**src/sfq_pkg.sv**
```systemverilog
`timescale 1ns / 1ps
// ----------------------------------------------------------------------------
// Searchable FIFO queue package
// Shared sizes, request codes and control bundles for the queue.
// ----------------------------------------------------------------------------
package sfq_pkg;

    localparam int DEPTH      = 16;
    localparam int PTR_W      = $clog2(DEPTH);
    localparam int CNT_W      = $clog2(DEPTH + 1);
    localparam int DATA_W     = 32;
    localparam int POS_W      = 4;
    localparam int COUNT_W    = 5;
    localparam int OFF_W      = (CNT_W > POS_W) ? CNT_W : POS_W;
    localparam int SUM_W      = OFF_W + 1;

    typedef enum logic [1:0] {
        REQ_PUSH   = 2'd0,
        REQ_POP    = 2'd1,
        REQ_PEEK   = 2'd2,
        REQ_SEARCH = 2'd3
    } req_t;

    typedef struct packed {
        logic load;
        logic step;
        logic commit;
    } ctrl_t;

    typedef struct packed {
        logic search_done;
    } stat_t;

    function automatic logic [PTR_W-1:0] ring_add(
        input logic [PTR_W-1:0] base,
        input logic [OFF_W-1:0] offset
    );
        logic [SUM_W-1:0] sum;
        logic [SUM_W-1:0] wrapped;
        begin
            sum = SUM_W'(base) + SUM_W'(offset);
            wrapped = (sum >= SUM_W'(DEPTH)) ? (sum - SUM_W'(DEPTH)) : sum;
            if (wrapped >= SUM_W'(DEPTH))
            begin
                wrapped = '0;
            end
            return wrapped[PTR_W-1:0];
        end
    endfunction

    function automatic logic [PTR_W-1:0] ring_inc(input logic [PTR_W-1:0] ptr);
        begin
            return (ptr == PTR_W'(DEPTH - 1)) ? '0 : (ptr + PTR_W'(1));
        end
    endfunction

endpackage

```
**src/sfq_ctrl.sv**
```systemverilog
`timescale 1ns / 1ps
// ----------------------------------------------------------------------------
// Searchable FIFO queue controller
// Sequences each request and owns the input and output handshakes.
// ----------------------------------------------------------------------------
module sfq_ctrl (
    input  logic           clk,
    input  logic           rst_n,
    input  logic           in_valid,
    output logic           in_ready,
    input  logic [1:0]     req_type,
    output logic           out_valid,
    input  logic           out_ready,
    input  sfq_pkg::stat_t stat,
    output sfq_pkg::ctrl_t ctrl
);

    typedef enum logic [2:0] {
        ST_IDLE   = 3'b001,
        ST_EXEC   = 3'b010,
        ST_SEARCH = 3'b100
    } state_t;

    state_t state_reg;
    state_t state_next;
    logic   out_valid_reg;
    logic   out_valid_next;
    logic   slot_free;

    assign slot_free = !out_valid_reg || out_ready;
    assign in_ready  = (state_reg == ST_IDLE);
    assign out_valid = out_valid_reg;

    always_comb
    begin
        state_next  = state_reg;
        ctrl.load   = 1'b0;
        ctrl.step   = 1'b0;
        ctrl.commit = 1'b0;
        unique case (state_reg)
            ST_IDLE:
            begin
                if (in_valid)
                begin
                    ctrl.load = 1'b1;
                    if (sfq_pkg::req_t'(req_type) == sfq_pkg::REQ_SEARCH)
                    begin
                        state_next = ST_SEARCH;
                    end
                    else
                    begin
                        state_next = ST_EXEC;
                    end
                end
            end
            ST_EXEC:
            begin
                if (slot_free)
                begin
                    ctrl.commit = 1'b1;
                    state_next  = ST_IDLE;
                end
            end
            ST_SEARCH:
            begin
                if (stat.search_done)
                begin
                    if (slot_free)
                    begin
                        ctrl.commit = 1'b1;
                        state_next  = ST_IDLE;
                    end
                end
                else
                begin
                    ctrl.step = 1'b1;
                end
            end
            default:
            begin
                state_next = ST_IDLE;
            end
        endcase
    end

    always_comb
    begin
        if (ctrl.commit)
        begin
            out_valid_next = 1'b1;
        end
        else if (out_ready)
        begin
            out_valid_next = 1'b0;
        end
        else
        begin
            out_valid_next = out_valid_reg;
        end
    end

    always_ff @(posedge clk or negedge rst_n)
    begin
        if (!rst_n)
        begin
            state_reg     <= ST_IDLE;
            out_valid_reg <= 1'b0;
        end
        else
        begin
            state_reg     <= state_next;
            out_valid_reg <= out_valid_next;
        end
    end

endmodule

```
**src/sfq_datapath.sv**
```systemverilog
`timescale 1ns / 1ps
// ----------------------------------------------------------------------------
// Searchable FIFO queue datapath
// Entry memory, ring pointers, search scan and the result register.
// ----------------------------------------------------------------------------
module sfq_datapath (
    input  logic                                clk,
    input  logic                                rst_n,
    input  sfq_pkg::ctrl_t                      ctrl,
    output sfq_pkg::stat_t                      stat,
    input  logic [1:0]                          req_type,
    input  logic signed [sfq_pkg::DATA_W-1:0]   in_value,
    input  logic [sfq_pkg::POS_W-1:0]           in_position,
    output logic                                status,
    output logic signed [sfq_pkg::DATA_W-1:0]   out_value,
    output logic [sfq_pkg::POS_W-1:0]           out_position,
    output logic [sfq_pkg::COUNT_W-1:0]         count
);

    logic signed [sfq_pkg::DATA_W-1:0] mem [sfq_pkg::DEPTH];

    sfq_pkg::req_t                     req_reg;
    logic signed [sfq_pkg::DATA_W-1:0] value_reg;
    logic [sfq_pkg::POS_W-1:0]         pos_reg;
    logic [sfq_pkg::CNT_W-1:0]         idx_reg;
    logic [sfq_pkg::CNT_W-1:0]         idx_next;
    logic signed [sfq_pkg::DATA_W-1:0] rdata_reg;
    logic [sfq_pkg::PTR_W-1:0]         rd_ptr_reg;
    logic [sfq_pkg::PTR_W-1:0]         rd_ptr_next;
    logic [sfq_pkg::PTR_W-1:0]         wr_ptr_reg;
    logic [sfq_pkg::PTR_W-1:0]         wr_ptr_next;
    logic [sfq_pkg::CNT_W-1:0]         occ_reg;
    logic [sfq_pkg::CNT_W-1:0]         occ_next;

    logic                              status_reg;
    logic                              status_next;
    logic signed [sfq_pkg::DATA_W-1:0] out_value_reg;
    logic signed [sfq_pkg::DATA_W-1:0] out_value_next;
    logic [sfq_pkg::POS_W-1:0]         out_position_reg;
    logic [sfq_pkg::POS_W-1:0]         out_position_next;
    logic [sfq_pkg::COUNT_W-1:0]       count_reg;

    logic                              rd_en;
    logic [sfq_pkg::OFF_W-1:0]         rd_offset;
    logic [sfq_pkg::PTR_W-1:0]         rd_addr;
    logic                              full;
    logic                              empty;
    logic                              peek_bad;
    logic                              search_end;
    logic                              search_hit;
    logic                              mem_we;

    assign full       = (occ_reg == sfq_pkg::CNT_W'(sfq_pkg::DEPTH));
    assign empty      = (occ_reg == '0);
    assign peek_bad   = (sfq_pkg::OFF_W'(pos_reg) >= sfq_pkg::OFF_W'(occ_reg));
    assign search_end = (idx_reg >= occ_reg);
    assign search_hit = (rdata_reg == value_reg);
    assign stat.search_done = search_end || search_hit;

    assign idx_next = idx_reg + sfq_pkg::CNT_W'(1);
    assign rd_en    = ctrl.load || ctrl.step;

    always_comb
    begin
        if (ctrl.load)
        begin
            if (sfq_pkg::req_t'(req_type) == sfq_pkg::REQ_PEEK)
            begin
                rd_offset = sfq_pkg::OFF_W'(in_position);
            end
            else
            begin
                rd_offset = '0;
            end
        end
        else
        begin
            rd_offset = sfq_pkg::OFF_W'(idx_next);
        end
    end

    assign rd_addr = sfq_pkg::ring_add(rd_ptr_reg, rd_offset);
    assign mem_we  = ctrl.commit && (req_reg == sfq_pkg::REQ_PUSH) && !full;

    always_comb
    begin
        rd_ptr_next       = rd_ptr_reg;
        wr_ptr_next       = wr_ptr_reg;
        occ_next          = occ_reg;
        status_next       = 1'b0;
        out_value_next    = '0;
        out_position_next = '0;
        unique case (req_reg)
            sfq_pkg::REQ_PUSH:
            begin
                status_next = full;
                if (!full)
                begin
                    wr_ptr_next = sfq_pkg::ring_inc(wr_ptr_reg);
                    occ_next    = occ_reg + sfq_pkg::CNT_W'(1);
                end
            end
            sfq_pkg::REQ_POP:
            begin
                status_next = empty;
                if (!empty)
                begin
                    out_value_next = rdata_reg;
                    rd_ptr_next    = sfq_pkg::ring_inc(rd_ptr_reg);
                    occ_next       = occ_reg - sfq_pkg::CNT_W'(1);
                end
            end
            sfq_pkg::REQ_PEEK:
            begin
                status_next = peek_bad;
                if (!peek_bad)
                begin
                    out_value_next = rdata_reg;
                end
            end
            sfq_pkg::REQ_SEARCH:
            begin
                status_next = search_end;
                if (!search_end)
                begin
                    out_position_next = sfq_pkg::POS_W'(idx_reg);
                end
            end
            default:
            begin
                status_next = 1'b1;
            end
        endcase
    end

    always_ff @(posedge clk)
    begin
        if (mem_we)
        begin
            mem[wr_ptr_reg] <= value_reg;
        end
        if (rd_en)
        begin
            rdata_reg <= mem[rd_addr];
        end
    end

    always_ff @(posedge clk)
    begin
        if (ctrl.load)
        begin
            req_reg   <= sfq_pkg::req_t'(req_type);
            value_reg <= in_value;
            pos_reg   <= in_position;
            idx_reg   <= '0;
        end
        else if (ctrl.step)
        begin
            idx_reg <= idx_next;
        end
        if (ctrl.commit)
        begin
            status_reg       <= status_next;
            out_value_reg    <= out_value_next;
            out_position_reg <= out_position_next;
            count_reg        <= sfq_pkg::COUNT_W'(occ_next);
        end
    end

    always_ff @(posedge clk or negedge rst_n)
    begin
        if (!rst_n)
        begin
            rd_ptr_reg <= '0;
            wr_ptr_reg <= '0;
            occ_reg    <= '0;
        end
        else if (ctrl.commit)
        begin
            rd_ptr_reg <= rd_ptr_next;
            wr_ptr_reg <= wr_ptr_next;
            occ_reg    <= occ_next;
        end
    end

    assign status       = status_reg;
    assign out_value    = out_value_reg;
    assign out_position = out_position_reg;
    assign count        = count_reg;

endmodule

```
**src/searchable_fifo_queue.sv**
```systemverilog
`timescale 1ns / 1ps
// ----------------------------------------------------------------------------
// Searchable FIFO queue
// Ring-buffered FIFO of signed words with push, pop, peek and search.
// ----------------------------------------------------------------------------
// The queue takes one request beat at a time and answers each with exactly
// one result beat. Push, pop and peek load the result register as the
// controller leaves its execute state. Search compares one stored entry per
// cycle through the single read port of the entry memory, from the head of
// the queue, and loads the result at the first match or once every stored
// entry has missed. A new request beat is taken in the cycle after the
// previous request has been handed to the result register, even while that
// result still waits for out_ready. A request whose result register is still
// occupied waits in the controller until out_ready frees it.
module searchable_fifo_queue (
    input  logic                                clk,
    input  logic                                rst_n,
    input  logic                                in_valid,
    output logic                                in_ready,
    input  logic [1:0]                          req_type,
    input  logic signed [sfq_pkg::DATA_W-1:0]   in_value,
    input  logic [sfq_pkg::POS_W-1:0]           in_position,
    output logic                                out_valid,
    input  logic                                out_ready,
    output logic                                status,
    output logic signed [sfq_pkg::DATA_W-1:0]   out_value,
    output logic [sfq_pkg::POS_W-1:0]           out_position,
    output logic [sfq_pkg::COUNT_W-1:0]         count
);

    sfq_pkg::ctrl_t ctrl;
    sfq_pkg::stat_t stat;

    sfq_ctrl u_ctrl (
        .clk       (clk),
        .rst_n     (rst_n),
        .in_valid  (in_valid),
        .in_ready  (in_ready),
        .req_type  (req_type),
        .out_valid (out_valid),
        .out_ready (out_ready),
        .stat      (stat),
        .ctrl      (ctrl)
    );

    sfq_datapath u_datapath (
        .clk          (clk),
        .rst_n        (rst_n),
        .ctrl         (ctrl),
        .stat         (stat),
        .req_type     (req_type),
        .in_value     (in_value),
        .in_position  (in_position),
        .status       (status),
        .out_value    (out_value),
        .out_position (out_position),
        .count        (count)
    );

`ifndef SYNTHESIS
    assert property (@(posedge clk) disable iff (!rst_n)
        (in_valid && in_ready) |=> !in_ready)
    else $error("Queue accepted a request beat while busy.");

    assert property (@(posedge clk) disable iff (!rst_n)
        ctrl.commit |-> (!out_valid || out_ready))
    else $error("Result register overwritten before its beat was taken.");

    assert property (@(posedge clk) disable iff (!rst_n)
        out_valid |-> (count <= sfq_pkg::COUNT_W'(sfq_pkg::DEPTH)))
    else $error("Reported count exceeds the queue depth.");

    assert property (@(posedge clk) disable iff (!rst_n)
        (ctrl.load || ctrl.step) |-> !ctrl.commit)
    else $error("Request loaded or stepped in the same cycle as a commit.");
`endif

endmodule

```
**config.mk**
```make
export PLATFORM = sky130hd
export DESIGN_NAME = searchable_fifo_queue
export DESIGN_NICKNAME = d
export VERILOG_FILES = /design/src/sfq_pkg.sv /design/src/sfq_ctrl.sv /design/src/sfq_datapath.sv /design/src/searchable_fifo_queue.sv
export SDC_FILE = /design/constraint.sdc
export NUM_CORES = 1
export LEC_CHECK = 0
export BUFFER_PORTS_ARGS = -buffer_cell sky130_fd_sc_hd__buf_2
export CORE_MARGIN = 2
export CORE_UTILIZATION = 46
export DETAILED_ROUTE_END_ITERATION = 7
export PLACE_DENSITY = 0.66
export SLEW_MARGIN = 40
export SYNTH_ARGS = -nofsm -noshare
export SYNTH_HDL_FRONTEND = slang
export SYNTH_HIERARCHICAL = 1
export SYNTH_SLANG_ARGS = --single-unit
```
**constraint.sdc**
```tcl
create_clock -name clk -period 8.6 [get_ports clk]
set_input_delay 0.43 -clock clk [delete_from_list [all_inputs] [get_ports clk]]
set_output_delay 0.43 -clock clk [all_outputs]
set_load 0.02 [all_outputs]
```
Yosys cells after proc, flatten, opt, wreduce, memory -nomap -nowiden
Memories as Yosys holds them, arrays and structs flattened. A register that Yosys moved wholly into a read port is not among the register bits. Index checks and enable logic that the tools add are counted. Widths: inputs -> output; s select.

Bits in registers: 102. Bits in writable memories: 512. Bits of input ports: 42. Output and inout bits: 44. Logic and storage cells: 85. Memories: 1.

Add/sub/neg operators: 7. Magnitude comparators: 4. Eq/ne operators: 14. Muxes and demuxes: 29. Bitwise gates (word level): 3. Reductions and logical operators: 14.

Memory list: u_datapath.mem (words 16, bits a word 32, read ports 1, clocked after memory_dff 1, write ports 1, RTL line sfq_datapath.sv:20) `logic signed [sfq_pkg::DATA_W-1:0] mem [sfq_pkg::DEPTH];`.

Operators by type and width (count): $mux 32 (2); $pmux 32 s2 (1); $eq 32x32->1 (1); $mux 4 (4); $mux 5 (3); $ge 6x5->1 const B (2); $mux 3 (4); $add 5x1->5 const B (2); $mux 1 (10); $pmux 5 s2 (1); $pmux 3 s3 (1); $add 4x1->4 const B (2); $eq 2x2->1 const B (4); $eq 4x4->1 const B (2); $add 4x5->6 (1); $mux 6 (1); $reduce_and 3->1 (2); $sub 6x5->6 const B (1); $eq 5x5->1 const B (1); $ge 4x5->1 (1); $ge 5x5->1 (1); $logic_not 5->1 (1); $sub 5x1->5 const B (1); $ne 2x2->1 const B (2); 14 further kinds (20).

Depth between registers and ports, before layout
Word-level depth: 9. Depth in mapped cells: 16. Mapped depth without buffers: 14.

Modules after synthesis
Netlist, hierarchy kept.

By module, submodules not included: sfq_datapath (times used 1, cells each 1413, area each 25659.6 µm², seq. area each 19163.4 µm²); sfq_ctrl (times used 1, cells each 23, area each 237.7 µm², seq. area each 101.3 µm²).

Worst setup path after synthesis
No wires, ideal clock.

Path kind: register to register. Start point: register u_datapath/occ_reg[4] (netlist bit). End point: memory u_datapath/mem[3][0] (netlist bit), enable pin. Library setup time: 0.461 ns. Data arrival time: 5.386 ns. Required time: 8.139 ns. Path slack: 2.753 ns. Stages on the path, launching flop included: 16. Path buffers: 3. Period minus slack after synthesis: 5.847 ns. Cells stage by stage: dfrtp_1 -> clkbuf_1 -> inv_1 -> ha_1 -> nand2_1 -> o21a_1 -> o21ai_0 -> nand3b_1 -> a21o_1 -> nor2b_1 -> buf_4 -> clkbuf_1 -> inv_1 -> nor2_1 -> nand2_1 -> nor3_1.

RTL lines: start, declared (RTL line sfq_datapath.sv:32) `logic [sfq_pkg::CNT_W-1:0] occ_reg;`; start signal, assigned (RTL line sfq_datapath.sv:182) `occ_reg <= occ_next;`; end, declared (RTL line sfq_datapath.sv:20).

==> impl_metrics.ini <==
[status]
status = finished, final reports clean

[logic_synthesis]
synthArstFlopShare_pct = 2.632
yosys.area_share.simple_pct = 3.739
synth_area_leaders = edfxtp_1, mux4_2, mux2_2
synth_mux_area_share_pct = 8.692
ys_seq_area_share_pct = 74.39
ys_types = 66
netlist_area_um2 = 25900
synth_xor_area_share_pct = 1.517
synth-warning-count = 6
synth-edff-count = 624
syn_nets = 1504
synth-main-ff-cell = edfxtp_1
synth-compound-area-share_pct = 8.494
avgSynthCellArea_um2 = 18.03
syn_inst = 1436
yosys.area.top_type = edfxtp_1
synthAdderAreaFrac_pct = 1.285
synth_top_family_by_area = multiplexers
synth.top_cell.area_share_pct = 72.35
ys_ff_latch = 646

[drt]
firstDrtPassIters = 5
viasPerCell = 6.008
drt_iter0_markers = 1652
drtAntennaViolNets = 0
drt-total-wl_mm = 63.21
drc_errors = 0
wl_per_cell_um = 26.78
vias = 14180

[timing]
setup-tns-final_ns = 0
final_max_slew_viol_count = 0
fin_skew_ns = 0.02749
setup_viol = 0
fin_crit_sh_pct = 60.41
maxSlewHeadroom_pct = 42.44
finalHoldViolations = 0
rsz0062_at_grt = no
worst_slew_pin_slew_ns = 0.8634
fin_ws_ns = 3.404
fmax_mhz = 192.5
min_period_ns = 5.196

[setup_path]
crit_required_ns = 8.94
rr_endpoint = u_datapath/rdata_reg[3]
worst-path-max-fanout = 39
critical_path_class = reg -> reg
crit_path_end_kind = flop
reg2reg_depth = 11
r2r-start = u_ctrl/state_reg[0]
cp-start-kind = flop
worstPathArrival_ns = 5.53
worst-r2r-setup-slack_ns = 3.40

[power_and_ir_drop]
ir_drop_mv = 0.2955
p_leak_uw = 0.009581
power_density_nw_per_um2 = 330.5

[min_path]
min_path_type = in -> reg
holdPathStages = 1
hold_path_end = u_datapath/value_reg[26]
hold_start = in_value[26]

[clocking]
clkTransAtPathRegs_ns = 0.06
post-cts-setup-buffers = 0
clkSinkCount = 646
clock_tree.htree_level_count = 3
root_buffer = clkbuf_16
cts_buffers = 68
ctsLongestPathBuffers = 3
clkLatencyLatePin_ns = 0.60
cts_tree = yes
cts-resized-gates = 0

[finish]
drive_gt1_share_pct = 25.12
fin_area_um2 = 29720
fillers = 4322
insertedDiodeCount = 0
syn_to_final_growth_pct = 14.77
largest_reg_flops = 512
final_nets = 1633
top_register = u_datapath/mem

[global_route]
grt-ovfl-total = 0
grt_pass1_vias = 14350
met3_usage_pct = 3.270
grt_pass1_wl_mm = 93.09
met2_usage_pct = 36.07
grt_usage_pct = 22.05
use_met1_pct = 31.01
grt_max_degree = 65
busiest_layer = met2
antenna_found_initial = 0

[floorplan]
die_h_um = 241.3
core_um2 = 55420
std_cell_rows = 86
pin_count = 86
die_area_um2 = 58210
die_w_um = 241.3
start_util_pct = 46.73

[placed_design]
io_buffers = 85
gp_congestion = 0.8200
post_dp_cell_area_um2 = 27350
dp_hpwl_mm = 33.61
dp_slack_ns = 3.384

[job]
drv_cap = 0
## per-layer routing
metal / vias to the layer above / part of all wire (%) / wire (µm)
li1: 6089 / - / -
met1: 7409 / 43 / 26880
met2: 583 / 49 / 30840
met3: 97 / 6.5 / 4140
met4: 0 / 2.1 / 1350
met5: - / 0 / 0
## cell families after synthesis
kind of cell             count (synthesis)
AND/OR/NAND/NOR                        197
multiplexers                           136
adder cells (fa/ha/maj)                 26
buffers and inverters                  102
AO/OA/AOI/OAI                          285
flip-flops                             646
XOR/XNOR                                44
## worst max-delay path, cell delays in order, from the launching register on
cell	delay (ns)
dfstp_2	0.57
nor3b_2	0.20
and2_4	0.39
buf_12	0.27
o22ai_1	0.17
ha_4	0.20
fa_4	1.14
buf_12	0.27
buf_4	0.51
mux4_2	0.58
or2_2	0.29
a32o_1	0.26
## stage by stage
step / hold WS (ns) / util, % / std cells / power [µW]
2_1_floorplan: 0.1344 / - / 1436 / 6200
3_3_place_gp: 0.3825 / 49.23 / 2216 / 6949
3_5_place_dp: 0.3888 / 49.36 / 2219 / 7050
4_1_cts: 0.0001660 / 53.53 / 2358 / 9835
5_1_grt: 0.002698 / 53.64 / 2360 / 10220
6_report: 0.02365 / 53.64 / 2360 / 9823
## worst max-delay path by stage
stage / from / to / slack (ns) / cells after the start
floorplan: u_datapath/occ_reg[4] / u_datapath/mem[3][0] / 2.75 / 15
global placement: u_ctrl/state_reg[0] / u_datapath/rdata_reg[24] / 3.06 / 10
detailed placement: u_ctrl/state_reg[0] / u_datapath/rdata_reg[3] / 3.38 / 11
CTS: u_ctrl/state_reg[0] / u_datapath/rdata_reg[3] / 3.36 / 11
global route: u_datapath/value_reg[22] / u_datapath/mem[6][27] / 3.14 / 12
finish: u_ctrl/state_reg[0] / u_datapath/rdata_reg[3] / 3.40 / 11
## area by class of cell
class                      instances  area (µm²)  share of cell area [%]
clock buffer                      85        1808                   6.083
clock inverter                    32       285.3                  0.9598
inverter                          14       52.55                  0.1768
multi-input combinational        688        6347                   21.36
sequential                       646       19260                   64.82
tap                              748       935.9                   3.149
timing repair buffer             147        1028                   3.460
## power by group
group          switching, µW  leakage, µW  internal [µW]
combinational           1700      0.00265           1410
clock                   1180      0.00102           1620
sequential               194      0.00591           3720
## synthesized netlist by cell type (5+ instances only)
| cell type | number |
|---|---|
| nor4_1 | 8 |
| edfxtp_1 | 624 |
| or2_1 | 10 |
| nor2_1 | 58 |
| o2bb2ai_1 | 66 |
| inv_1 | 14 |
| o21ai_0 | 42 |
| a221oi_1 | 64 |
| buf_2 | 24 |
| buf_6 | 5 |
| xnor2_1 | 7 |
| dfxtp_1 | 5 |
| nand3_1 | 5 |
| nand2b_1 | 7 |
| mux2_2 | 68 |
| buf_4 | 10 |
| a32o_1 | 32 |
| clkbuf_1 | 46 |
| ha_1 | 25 |
| mux4_2 | 64 |
| or2_2 | 23 |
| o22ai_1 | 5 |
| dfrtp_1 | 16 |
| xor2_1 | 36 |
| nand2_1 | 56 |
| nor3_1 | 5 |
| a21oi_1 | 44 |
## timing repair
action                     4_1_cts  5_1_grt
setup endpoints to repair        0        0
hold buffers                    22        0
hold endpoints to repair        37        0
## layout by cell type, fill, tap and decap left out, drive strengths merged, types with 2 or more instances in the layout
cell	n
edfxtp	624
buf	124
clkbuf	86
mux2	68
o2bb2ai	66
a221oi	64
mux4	64
nor2	59
nand2	56
a21oi	46
o21ai	46
xor2	37
or2	33
a32o	32
ha	25
clkinv	23
dlygate4sd3	22
inv	19
dfrtp	16
nand2b	8
nor4	8
xnor2	7
o22ai	6
nand3	5
dfxtp	5
nor3	5
and3	5
bufinv	4
o21a	4
nand4	4
a31oi	4
mux2i	4
nor2b	4
or3b	3
a21o	2
a22oi	2
o211ai	2
nor3b	2
and2	2
a21boi	2
(Power assumes the default switching activity.)
